<file path="config.mk">
export PLATFORM = sky130hd
export DESIGN_NAME = sha1_message_digest
export DESIGN_NICKNAME = d
export VERILOG_FILES = /design/src/hdl/sha1md_pkg.sv /design/src/hdl/sha1_message_digest.sv /design/src/hdl/sha1md_sched.sv /design/src/hdl/sha1md_round.sv
export SDC_FILE = /design/constraint.sdc
export NUM_CORES = 2
export LEC_CHECK = 0
export BUFFER_PORTS_ARGS = -buffer_cell sky130_fd_sc_hd__buf_4
export CORE_MARGIN = 3
export CORE_UTILIZATION = 43
export DETAILED_ROUTE_END_ITERATION = 7
export GPL_TIMING_DRIVEN = 0
export HOLD_SLACK_MARGIN = 0.05
export PLACE_DENSITY = 0.67
export SLEW_MARGIN = 10
export SYNTH_ARGS = -nofsm -noshare
export SYNTH_HDL_FRONTEND = slang
export SYNTH_SLANG_ARGS = --single-unit
</file>
<file path="constraint.sdc">
create_clock -name i_clk -period 8.6 [get_ports i_clk]
set_input_delay 0.43 -clock i_clk [delete_from_list [all_inputs] [get_ports i_clk]]
set_output_delay 0.43 -clock i_clk [all_outputs]
set_load 0.005 [all_outputs]
</file>
<file path="src/hdl/sha1md_pkg.sv">
`timescale 1ns / 1ps

package sha1md_pkg;

    // Number of compression rounds and the width of the round counter.
    localparam int ROUNDS  = 80;
    localparam int ROUND_W = 7;

    // Round constants, one per group of twenty rounds.
    localparam logic [31:0] K_0 = 32'h5a827999;
    localparam logic [31:0] K_1 = 32'h6ed9eba1;
    localparam logic [31:0] K_2 = 32'h8f1bbcdc;
    localparam logic [31:0] K_3 = 32'hca62c1d6;

    // First padding byte after the message.
    localparam logic [7:0] PAD_BYTE = 8'h80;

    typedef struct packed {
        logic [7:0] msg_byte;
        logic       is_last;
        logic       empty_msg;
    } t_in_item;

    typedef struct packed {
        logic [31:0] digest_w0;
        logic [31:0] digest_w1;
        logic [31:0] digest_w2;
        logic [31:0] digest_w3;
        logic [31:0] digest_w4;
    } t_out_item;

    // Five 32-bit words: used for the chaining state and the working variables.
    typedef struct packed {
        logic [31:0] a;
        logic [31:0] b;
        logic [31:0] c;
        logic [31:0] d;
        logic [31:0] e;
    } t_vars;

    localparam t_vars H_INIT = '{
        a: 32'h67452301,
        b: 32'hefcdab89,
        c: 32'h98badcfe,
        d: 32'h10325476,
        e: 32'hc3d2e1f0
    };

    // Control for the block buffer and message schedule.
    typedef struct packed {
        logic        byte_we;
        logic        len_we;
        logic        shift;
        logic        first16;
        logic [5:0]  pos;
        logic [7:0]  data;
        logic [63:0] len;
    } t_sched_ctl;

endpackage

</file>
<file path="src/hdl/sha1_message_digest.sv">
`timescale 1ns / 1ps

// SHA-1 digest of a byte stream. Each input beat carries one message byte;
// is_last marks the final byte and empty_msg ends the message at once with
// no byte added (on a fresh message this yields the digest of the empty
// message). The 64th byte of every block starts the compression, which holds
// off input: 80 rounds through the single shared round unit, one round per
// cycle, and then the fold of the working variables into the chaining state.
// Ending a message writes the padding bytes one at a time (the 0x80 marker
// and zeros up to byte 56, through a second block when fewer than nine bytes
// remain), then the length words, compresses each padding block and moves
// the digest into the output register. The digest comes out as one beat of
// five words, w0 most significant, after which the block restarts from the
// initial values. Input is stalled whenever the sequencer is not idle. The
// output register holds a finished digest while the next message streams in;
// a second digest waits in the sequencer until the first is taken.

module sha1_message_digest import sha1md_pkg::*; (
    input  logic      i_clk,
    input  logic      i_rst_n,
    input  logic      i_valid,
    input  t_in_item  i_item,
    output logic      o_stall,
    output logic      o_valid,
    output t_out_item o_digest,
    input  logic      i_stall
);

    typedef enum logic [2:0] {
        S_IDLE,
        S_PAD,
        S_LEN,
        S_COMP,
        S_ADD,
        S_DONE
    } t_state;

    t_state             r_state,      n_state;
    t_state             r_after,      n_after;
    logic [ROUND_W-1:0] r_round,      n_round;
    logic [5:0]         r_pad_pos,    n_pad_pos;
    logic               r_first,      n_first;
    logic [60:0]        r_byte_total, n_byte_total;
    t_vars              r_chain,      n_chain;
    logic               r_o_valid,    n_o_valid;
    t_out_item          r_o_digest,   n_o_digest;

    logic       accept;
    logic       load;
    logic [5:0] pos;
    t_sched_ctl sched_ctl;
    logic [31:0] w;
    t_vars       vars;

    assign o_stall = (r_state != S_IDLE);
    assign accept  = i_valid && (r_state == S_IDLE);
    assign pos     = r_byte_total[5:0];

    // Buffer writes come from accepted bytes in idle, from padding and from the length words.
    always_comb begin
        sched_ctl         = '0;
        sched_ctl.shift   = (r_state == S_COMP);
        sched_ctl.first16 = (r_round < ROUND_W'(16));
        sched_ctl.len_we  = (r_state == S_LEN);
        sched_ctl.len     = {r_byte_total, 3'b000};
        if (r_state == S_PAD) begin
            sched_ctl.byte_we = 1'b1;
            sched_ctl.pos     = r_pad_pos;
            sched_ctl.data    = r_first ? PAD_BYTE : 8'h00;
        end else begin
            sched_ctl.byte_we = accept && !i_item.empty_msg;
            sched_ctl.pos     = pos;
            sched_ctl.data    = i_item.msg_byte;
        end
    end

    sha1md_sched u_sched (
        .i_clk (i_clk),
        .i_ctl (sched_ctl),
        .o_w   (w)
    );

    sha1md_round u_round (
        .i_clk   (i_clk),
        .i_load  (load),
        .i_step  (r_state == S_COMP),
        .i_chain (r_chain),
        .i_w     (w),
        .i_round (r_round),
        .o_vars  (vars)
    );

    always_comb begin
        n_state      = r_state;
        n_after      = r_after;
        n_round      = r_round;
        n_pad_pos    = r_pad_pos;
        n_first      = r_first;
        n_byte_total = r_byte_total;
        n_chain      = r_chain;
        n_o_valid    = r_o_valid;
        n_o_digest   = r_o_digest;
        load         = 1'b0;

        if (r_o_valid && !i_stall) begin
            n_o_valid = 1'b0;
        end

        case (r_state)
            S_IDLE: begin
                if (accept) begin
                    if (i_item.empty_msg) begin
                        n_pad_pos = pos;
                        n_first   = 1'b1;
                        n_state   = S_PAD;
                    end else begin
                        n_byte_total = r_byte_total + 61'd1;
                        if (i_item.is_last) begin
                            n_pad_pos = pos + 6'd1;
                            n_first   = 1'b1;
                        end
                        if (pos == 6'd63) begin
                            // Full block: compress it, then pad if the message ended.
                            load    = 1'b1;
                            n_state = S_COMP;
                            n_after = i_item.is_last ? S_PAD : S_IDLE;
                        end else if (i_item.is_last) begin
                            n_state = S_PAD;
                        end
                    end
                end
            end
            S_PAD: begin
                n_pad_pos = r_pad_pos + 6'd1;
                n_first   = 1'b0;
                if (r_pad_pos == 6'd63) begin
                    // No room for the length: compress and pad a fresh block.
                    load    = 1'b1;
                    n_state = S_COMP;
                    n_after = S_PAD;
                end else if (r_pad_pos == 6'd55) begin
                    n_state = S_LEN;
                end
            end
            S_LEN: begin
                load    = 1'b1;
                n_state = S_COMP;
                n_after = S_DONE;
            end
            S_COMP: begin
                n_round = r_round + ROUND_W'(1);
                if (r_round == ROUND_W'(ROUNDS - 1)) begin
                    n_state = S_ADD;
                end
            end
            S_ADD: begin
                n_chain.a = r_chain.a + vars.a;
                n_chain.b = r_chain.b + vars.b;
                n_chain.c = r_chain.c + vars.c;
                n_chain.d = r_chain.d + vars.d;
                n_chain.e = r_chain.e + vars.e;
                n_state   = r_after;
            end
            S_DONE: begin
                if (!r_o_valid || !i_stall) begin
                    n_o_valid            = 1'b1;
                    n_o_digest.digest_w0 = r_chain.a;
                    n_o_digest.digest_w1 = r_chain.b;
                    n_o_digest.digest_w2 = r_chain.c;
                    n_o_digest.digest_w3 = r_chain.d;
                    n_o_digest.digest_w4 = r_chain.e;
                    n_chain              = H_INIT;
                    n_byte_total         = '0;
                    n_state              = S_IDLE;
                end
            end
            default: begin
                n_state = S_IDLE;
            end
        endcase

        if (load) begin
            n_round = '0;
        end
    end

    always_ff @(posedge i_clk) begin
        if (!i_rst_n) begin
            r_state      <= S_IDLE;
            r_after      <= S_IDLE;
            r_round      <= '0;
            r_pad_pos    <= '0;
            r_first      <= 1'b0;
            r_byte_total <= '0;
            r_chain      <= H_INIT;
            r_o_valid    <= 1'b0;
        end else begin
            r_state      <= n_state;
            r_after      <= n_after;
            r_round      <= n_round;
            r_pad_pos    <= n_pad_pos;
            r_first      <= n_first;
            r_byte_total <= n_byte_total;
            r_chain      <= n_chain;
            r_o_valid    <= n_o_valid;
        end
        r_o_digest <= n_o_digest;
    end

    assign o_valid  = r_o_valid;
    assign o_digest = r_o_digest;

`ifndef SYNTHESIS
    // The last round is always followed by the chaining update.
    a_last_round: assert property (@(posedge i_clk) disable iff (!i_rst_n)
        (r_state == S_COMP) && (r_round == ROUND_W'(ROUNDS - 1)) |=> (r_state == S_ADD))
        else $error("compression did not end in the chaining update");

    // An empty-message beat goes straight to padding.
    a_empty_pad: assert property (@(posedge i_clk) disable iff (!i_rst_n)
        accept && i_item.empty_msg |=> (r_state == S_PAD) && r_first)
        else $error("empty message did not start padding");

    // Delivering a digest restarts the message state.
    a_restart: assert property (@(posedge i_clk) disable iff (!i_rst_n)
        (r_state == S_DONE) && (!r_o_valid || !i_stall)
        |=> r_o_valid && (r_byte_total == '0) && (r_chain == H_INIT))
        else $error("digest delivered without restarting the message state");
`endif

endmodule

</file>
<file path="src/hdl/sha1md_sched.sv">
`timescale 1ns / 1ps

module sha1md_sched import sha1md_pkg::*; (
    input  logic        i_clk,
    input  t_sched_ctl  i_ctl,
    output logic [31:0] o_w
);

    // Sixteen-word window. While bytes are packed it is the block buffer; during
    // compression it rotates so that word 0 is always the oldest schedule word.
    logic [31:0] r_w [16];
    logic [31:0] mix;
    logic [3:0]  idx;

    assign mix = r_w[13] ^ r_w[8] ^ r_w[2] ^ r_w[0];
    assign o_w = i_ctl.first16 ? r_w[0] : {mix[30:0], mix[31]};
    assign idx = i_ctl.pos[5:2];

    always_ff @(posedge i_clk) begin
        if (i_ctl.shift) begin
            for (int i = 0; i < 15; i++) begin
                r_w[i] <= r_w[i+1];
            end
            r_w[15] <= o_w;
        end else if (i_ctl.len_we) begin
            r_w[14] <= i_ctl.len[63:32];
            r_w[15] <= i_ctl.len[31:0];
        end else if (i_ctl.byte_we) begin
            // The first byte of a word clears the rest of it.
            case (i_ctl.pos[1:0])
                2'd0:    r_w[idx]        <= {i_ctl.data, 24'd0};
                2'd1:    r_w[idx][23:16] <= i_ctl.data;
                2'd2:    r_w[idx][15:8]  <= i_ctl.data;
                default: r_w[idx][7:0]   <= i_ctl.data;
            endcase
        end
    end

endmodule

</file>
<file path="src/hdl/sha1md_round.sv">
`timescale 1ns / 1ps

module sha1md_round import sha1md_pkg::*; (
    input  logic               i_clk,
    input  logic               i_load,
    input  logic               i_step,
    input  t_vars              i_chain,
    input  logic [31:0]        i_w,
    input  logic [ROUND_W-1:0] i_round,
    output t_vars              o_vars
);

    t_vars       r_vars;
    t_vars       n_vars;
    logic [31:0] f;
    logic [31:0] k;

    always_comb begin
        case (i_round) inside
            [7'd0:7'd19]: begin
                f = (r_vars.b & r_vars.c) | (~r_vars.b & r_vars.d);
                k = K_0;
            end
            [7'd20:7'd39]: begin
                f = r_vars.b ^ r_vars.c ^ r_vars.d;
                k = K_1;
            end
            [7'd40:7'd59]: begin
                f = (r_vars.b & r_vars.c) | (r_vars.b & r_vars.d) | (r_vars.c & r_vars.d);
                k = K_2;
            end
            default: begin
                f = r_vars.b ^ r_vars.c ^ r_vars.d;
                k = K_3;
            end
        endcase
        n_vars.a = {r_vars.a[26:0], r_vars.a[31:27]} + f + r_vars.e + k + i_w;
        n_vars.b = r_vars.a;
        n_vars.c = {r_vars.b[1:0], r_vars.b[31:2]};
        n_vars.d = r_vars.c;
        n_vars.e = r_vars.d;
    end

    always_ff @(posedge i_clk) begin
        if (i_load) begin
            r_vars <= i_chain;
        end else if (i_step) begin
            r_vars <= n_vars;
        end
    end

    assign o_vars = r_vars;

endmodule

</file>
== Word level (Yosys, flattened, before mapping) ==
Memory sizes are Yosys's and may differ from the RTL's.
Cells that the tools add are included.
Operators by class
  shift-type cells: 0
  $mul: 0
  $lt $le $gt $ge: 7
  mux-type cells: 82
  reductions and logical operators: 27
  bitwise gates (word level): 19
  add/sub/neg operators: 13
  eq/ne operators: 20
  div/mod/pow operators: 0
Operator list (number)
  two-way mux 160 bit: 3
  case mux 160 bit (2 select lines): 1
  adder 32 bit: 9
  two-way mux 32 bit: 9
  two-way mux 61 bit: 3
  bitwise XOR 32 bit: 5
  bitwise AND 32 bit: 4
  case mux 61 bit (2 select lines): 1
  bitwise OR 32 bit: 3
  adder 61 x 1 -> 61 bit (second input constant): 1
  two-way mux 1 bit: 37
  two-way mux 3 bit: 12
  two-way mux 8 bit: 4
  NOT 32 bit: 1
  OR reduction 32 bit: 1
  two-way mux 31 bit: 1
  equality test 6 bit (second input constant): 3
  two-way mux 6 bit: 3
  case mux 3 bit (6 select lines): 1
  less-or-equal comparator 7 x 6 -> 1 bit (second input constant): 2
  two-way mux 14 bit: 1
  adder 6 x 1 -> 6 bit (second input constant): 2
  case mux 6 bit (2 select lines): 1
  AND reduction 5 bit: 2
  other kinds (35): 58
Storage, ports and cells
  flip-flop bits (word level): 562
  word-level logic and storage cells: 191
  bits in latches: 0
  output and inout port bits: 162
  memories kept: 1
  RAM bits: 512
  input bits: 14
  bits in read-only memories: 0
Memory list
  u_sched.r_w: words 16, width 32, rd ports 16, clocked after Yosys merged registers in 0, write ports 16, line sha1md_sched.sv:11  | logic [31:0] r_w [16];

== Depth between registers and ports, before layout ==
  depth after elaboration: 12
  mapped depth: 27
  depth with buffers taken out: 26

== Hierarchy ==
From an unflattened synthesis, not the netlist that was laid out.
Second synthesis, totals
  cell total of the unflattened synthesis: 5393
  area total of the unflattened synthesis: 58204.6 µm²
By module, submodules not included
  sha1md_sched: sequential area each 15374.7 µm², area each 24138.2 µm², instances 1, cells an instance 2003
  sha1_message_digest: sequential area each 9629.2 µm², area each 21709.6 µm², instances 1, cells an instance 2302
  sha1md_round: sequential area each 4804.6 µm², area each 12356.9 µm², instances 1, cells an instance 1088

== Worst setup path after synthesis ==
OpenSTA, ideal clock, no wires.
  path kind: register -> register
  start: reg r_state[2]
  end: reg r_chain[137] in the netlist's numbering
  cell stages (with the launch flop): 10
  required time: 8.506 ns
  clock period less this slack: 6.305 ns
  library setup time: 0.094 ns
  arrival time: 6.211 ns
  path buffers: 3
  path slack: 2.295 ns
  path through: dfxtp_1 > buf_4 > and2_1 > and2_1 > clkbuf_1 > nand2_1 > inv_1 > clkbuf_1 > o21ai_0 > o211ai_1
On the way
  cells in the longest elaborated chain, start to end: 3
  elaborated cells on any way between the ends: 6
  those cells by class: eq/ne (3); mux (1); reduce/logical (2)
RTL lines
  from (decl): line sha1_message_digest.sv:38  | t_state r_state, n_state;
  from (signal assigned): line sha1_message_digest.sv:198  | r_state <= n_state;
  equality test 3 bit: line sha1_message_digest.sv:109  | case (r_state)
  inequality test 2 bit (no line) / nonzero test 2 bit (equally long branches)
  AND reduction 2 bit (no line)
  to (signal assigned): line sha1_message_digest.sv:204  | r_chain <= n_chain;
  to (decl): line sha1_message_digest.sv:44  | t_vars r_chain, n_chain;
Parallel ways exist; a longest one is shown, timed or not.
A chain may end at the register's enable or synchronous reset.

== Final worst setup path ==
  start: reg r_round[0]
  end: reg u_round.r_vars (netlist bit u_round.o_vars[159]) (data pin)
On the way
  cells in the longest elaborated chain, start to end: 11
  elaborated cells on any way between the ends: 23
  those cells by class: add/sub (4); order compare (7); mux (9); reduce/logical (3)
RTL lines
  from (decl): line sha1_message_digest.sv:40  | logic [ROUND_W-1:0] r_round, n_round;
  from (signal assigned): line sha1_message_digest.sv:200  | r_round <= n_round;
  >= comparator 7 x 6 -> 1 bit (no line) / less-or-equal comparator 7 x 6 -> 1 bit (equally long branches)
  logical AND 1 bit (no line)
  two-way mux 32 bit (3 in series): line sha1md_round.sv:19  | case (i_round) inside
  adder 32 bit (3 in series): line sha1md_round.sv:37  | n_vars.a = {r_vars.a[26:0], r_vars.a[31:27]} + f + r_vars.e + k + i_w;
  adder 32 bit (*): line sha1md_round.sv:37
  two-way mux 160 bit (*): line sha1md_round.sv:47  | end else if (i_step) begin
  two-way mux 160 bit (*): line sha1md_round.sv:45  | if (i_load) begin
  to (signal assigned): line sha1md_round.sv:46  | r_vars <= i_chain;
  to (signal assigned): line sha1md_round.sv:48  | r_vars <= n_vars;
  to (decl): line sha1md_round.sv:13  | t_vars r_vars;
Every way passes the cells marked *; elsewhere a longest branch is shown, timed or not. The select of a mux whose other input is x is not followed.

==> metrics.cfg <==
[timing]
worst_pin_slew_ps = 1350
setup_tns_ps = 0
skew_ps = 31.6
finalWorstSetupSlack_ps = 204
slew_violations = 0
max_freq_ghz = 0.119
rsz0062_at_grt = no
fin_crit_ps = 8400
hold_slack_ps = 133
slew_headroom = 0.0998
hold_viol = 0
setup_viol = 0
finalCritPeriodShare = 0.976

[critical_path]
reg2reg_from = r_round[0]
crit_slowest_cell = buf_1
worstSetupPathType = flip-flop to flip-flop
rr_worst_depth = 24
critPathLaunchType = flip-flop
end_kind = flip-flop
rrSetupSlack_ps = 200
critPathMaxStageDelay_ps = 920
worst_ep_required_time_ps = 9220
rr_endpoint = u_round.o_vars[159]
crit_chain = ha_1 -> a21oi_1 -> o211a_1 -> nor4b_4 -> inv_2 -> nand2_1 -> buf_1 -> nor2_1 -> nor2_1 -> fa_1 -> fa_1 -> inv_1 -> fa_1 -> inv_1 -> ha_1 -> or4_1 -> o21ai_1 -> a21oi_1 -> o311a_1 -> a21oi_1 -> nor2_1 -> a41o_1 -> or3_1 -> nand3_1
critPathArrivalTime_ps = 9020
cp_max_fo = 11

[logic_synthesis]
yosysWarnings = 0
synth_seq_cells = 1073
ys_async_sr_fraction = 0
synth_cell_types = 91
avgSynthCellArea_um2 = 10.2
syn_area_um2 = 56500
yosys_most_used_dff = edfxtp_1
synth_edf_count = 832
syn_nets = 5921
synth_cells = 5558
yosysSeqAreaShare = 0.528

[drt]
ant_nets = 0
post-route-drc-count = 0
vias_per_cell = 5.84
wire_per_inst_um = 24.8
drtPass1Iterations = 7
wl_um = 191000
vias = 44900
drt-initial-drc-count = 5808

[floorplan]
rows = 132
fp.dieH_um = 368
initial_core_util = 0.435
core-area_um2 = 130000
die_w_um = 368
dieArea_um2 = 136000
io_pins = 176

[clocking]
cts_resized = 0
post-cts-setup-buffers = 0
hold_buffers = 1
root_buffer = clkbuf_16
clock_latency_ps = 770
htree_levels = 3
numClockSinks = 1073
cts_buffer_depth = 3
cts_tree = done
path_clk_slew_ps = 60
cts_made_buffers = 113

[grt]
grt_overflow = 0
grt_pass1_vias = 42900
grt_pass1_wl_um = 278000
grt_usage = 0.276
grt_max_degree = 65
antenna_found_initial = 3

[worst_hold_path]
worstHoldPathCells = 3
hold_class = primary input to flip-flop
min-delay-start = i_item[1]
whs_endpoint = r_after[0]

[place]
gp_congestion = 0.991
dpl.hpwl_um = 142000
dp_slack_ps = 371
numPortBuffers = 174

[pwr]
power.total_uw = 24800
cellLeakagePower_uw = 0.0250
powerDensity_nw_per_um2 = 387
ir_drop_v = 0.000233

[cells_and_area]
fill_cells = 11800
area_growth_syn_to_layout_pct = 13.7
drive_gt1_frac = 0.0762
nNetsFinal = 6220

[status]
outcome = finished, final reports clean

[run]
cap_violations = 0

==> critical path: cells and delay by family (launching register included) <==
family,cells,cell delay [ps]
AOI/OAI and AO/OA,7,1750
adders and majority gates,5,2020
buffers and inverters,4,1360
DFF,1,440
and+or+nand+nor,8,2670
==> per-layer routing <==
| metal | wire (um) | GRT usage | vias to the layer above |
|---|---|---|---|
| li1 | - | - | 20400 |
| met1 | 73600 | 0.352 | 21600 |
| met2 | 87200 | 0.444 | 2378 |
| met3 | 18100 | 0.0535 | 504 |
| met4 | 11800 | 0.147 | 2 |
| met5 | 17 | 0 | - |
==> state kept, by name, indices dropped and copies added, names as in the netlist <==
signal / count
r_chain: 160
r_state: 3
o_valid: 1
r_round: 7
r_byte_total: 61
r_first: 1
r_after: 2
u_sched.r_w: 512
o_digest: 160
u_round.o_vars: 160
r_pad_pos: 6
==> metrics by stage <==
step / instance area [um2] / std cells / util
floorplan: 56500 / 5558 / -
global placement: 60000 / 7474 / 0.461
detailed placement: 60200 / 7483 / 0.463
CTS: 64200 / 7697 / 0.494
global route: 64200 / 7697 / 0.494
finish: 64200 / 7701 / 0.494
==> placed cells by master (no fill, tap or decap), types with 20 or more instances in the layout <==
cell type | netlist | routed
buf_4 | 2 | 178
ha_1 | 225 | 225
o21ai_0 | 481 | 481
nor2b_1 | 55 | 55
edfxtp_1 | 832 | 832
a31oi_1 | 29 | 29
mux2i_1 | 45 | 44
clkbuf_1 | 224 | 233
nand3_1 | 112 | 112
o32ai_1 | 21 | 21
clkinv_2 | 0 | 20
o22ai_1 | 47 | 47
and3_1 | 33 | 33
clkbuf_16 | 0 | 114
a211oi_1 | 26 | 26
dfxtp_1 | 241 | 241
nand2b_1 | 33 | 33
nor3_1 | 55 | 54
xnor2_1 | 197 | 197
nand2_1 | 1247 | 1246
or3_1 | 32 | 32
o21ai_1 | 211 | 211
a21o_1 | 87 | 87
nand4_1 | 33 | 33
o21a_1 | 43 | 43
nor2_1 | 332 | 331
bufinv_16 | 0 | 20
xor2_1 | 92 | 92
fa_1 | 124 | 124
inv_1 | 114 | 114
a21oi_1 | 256 | 256
==> kinds of logic (layout without fill, tap and decap cells) <==
| kind of cell | Yosys count | after routing | share of synthesized area |
|---|---|---|---|
| mux | 60 | 60 | 0.0110 |
| compound gates | 1382 | 1382 | 0.144 |
| buf+inv | 378 | 775 | 0.0259 |
| simple gates | 2027 | 2027 | 0.153 |
| flops | 1073 | 1073 | 0.528 |
| fa+ha+maj | 349 | 349 | 0.0938 |
| xor+xnor | 289 | 289 | 0.0448 |
| other cells | 0 | 4 | 0 |
==> cell type report <==
class / count / area (um2) / area share
Sequential cell: 1073 / 29800 / 0.464
Timing Repair Buffer: 184 / 1490 / 0.0231
Buffer: 260 / 1030 / 0.0160
Inverter: 118 / 443 / 0.00689
Tap cell: 1742 / 2180 / 0.0339
Multi-Input combinational cell: 4107 / 25200 / 0.393
Clock buffer: 135 / 3010 / 0.0469
Antenna cell: 4 / 10.0 / 0.000156
Clock inverter: 78 / 1030 / 0.0160
==> how the worst max path moves through the flow <==
stage,startpoint,end,slack (ps),cells past startpoint
3_3_place_gp,r_state[2],u_round.o_vars[59],-1990,10
2_1_floorplan,r_state[2],r_chain[137],2290,9
3_5_place_dp,r_round[0],u_round.o_vars[159],370,24
5_1_grt,r_round[0],u_round.o_vars[159],8,24
6_report,r_round[0],u_round.o_vars[159],200,24
4_1_cts,r_round[0],u_round.o_vars[159],350,24
==> synth_stat cells, types with 47 or more instances <==
cell type | count | area share
xor2_1 | 92 | 0.014
a21oi_1 | 256 | 0.023
nor2b_1 | 55 | 0.0061
nand3_1 | 112 | 0.0099
o21ai_0 | 481 | 0.043
a21o_1 | 87 | 0.012
edfxtp_1 | 832 | 0.44
o22ai_1 | 47 | 0.0052
nor2_1 | 332 | 0.022
clkbuf_1 | 224 | 0.015
o21ai_1 | 211 | 0.019
dfxtp_1 | 241 | 0.085
inv_1 | 114 | 0.0076
ha_1 | 225 | 0.050
xnor2_1 | 197 | 0.031
nor3_1 | 55 | 0.0049
fa_1 | 124 | 0.044
nand2_1 | 1247 | 0.083
==> power breakdown <==
part / internal [uW] / switching [uW] / total [uW] / leakage (uW)
clock network: 3120 / 2230 / 5350 / 0.00196
registers: 7000 / 935 / 7930 / 0.00944
logic: 4500 / 7060 / 11600 / 0.0136
No activity file was read; power rests on OpenSTA's default activity.
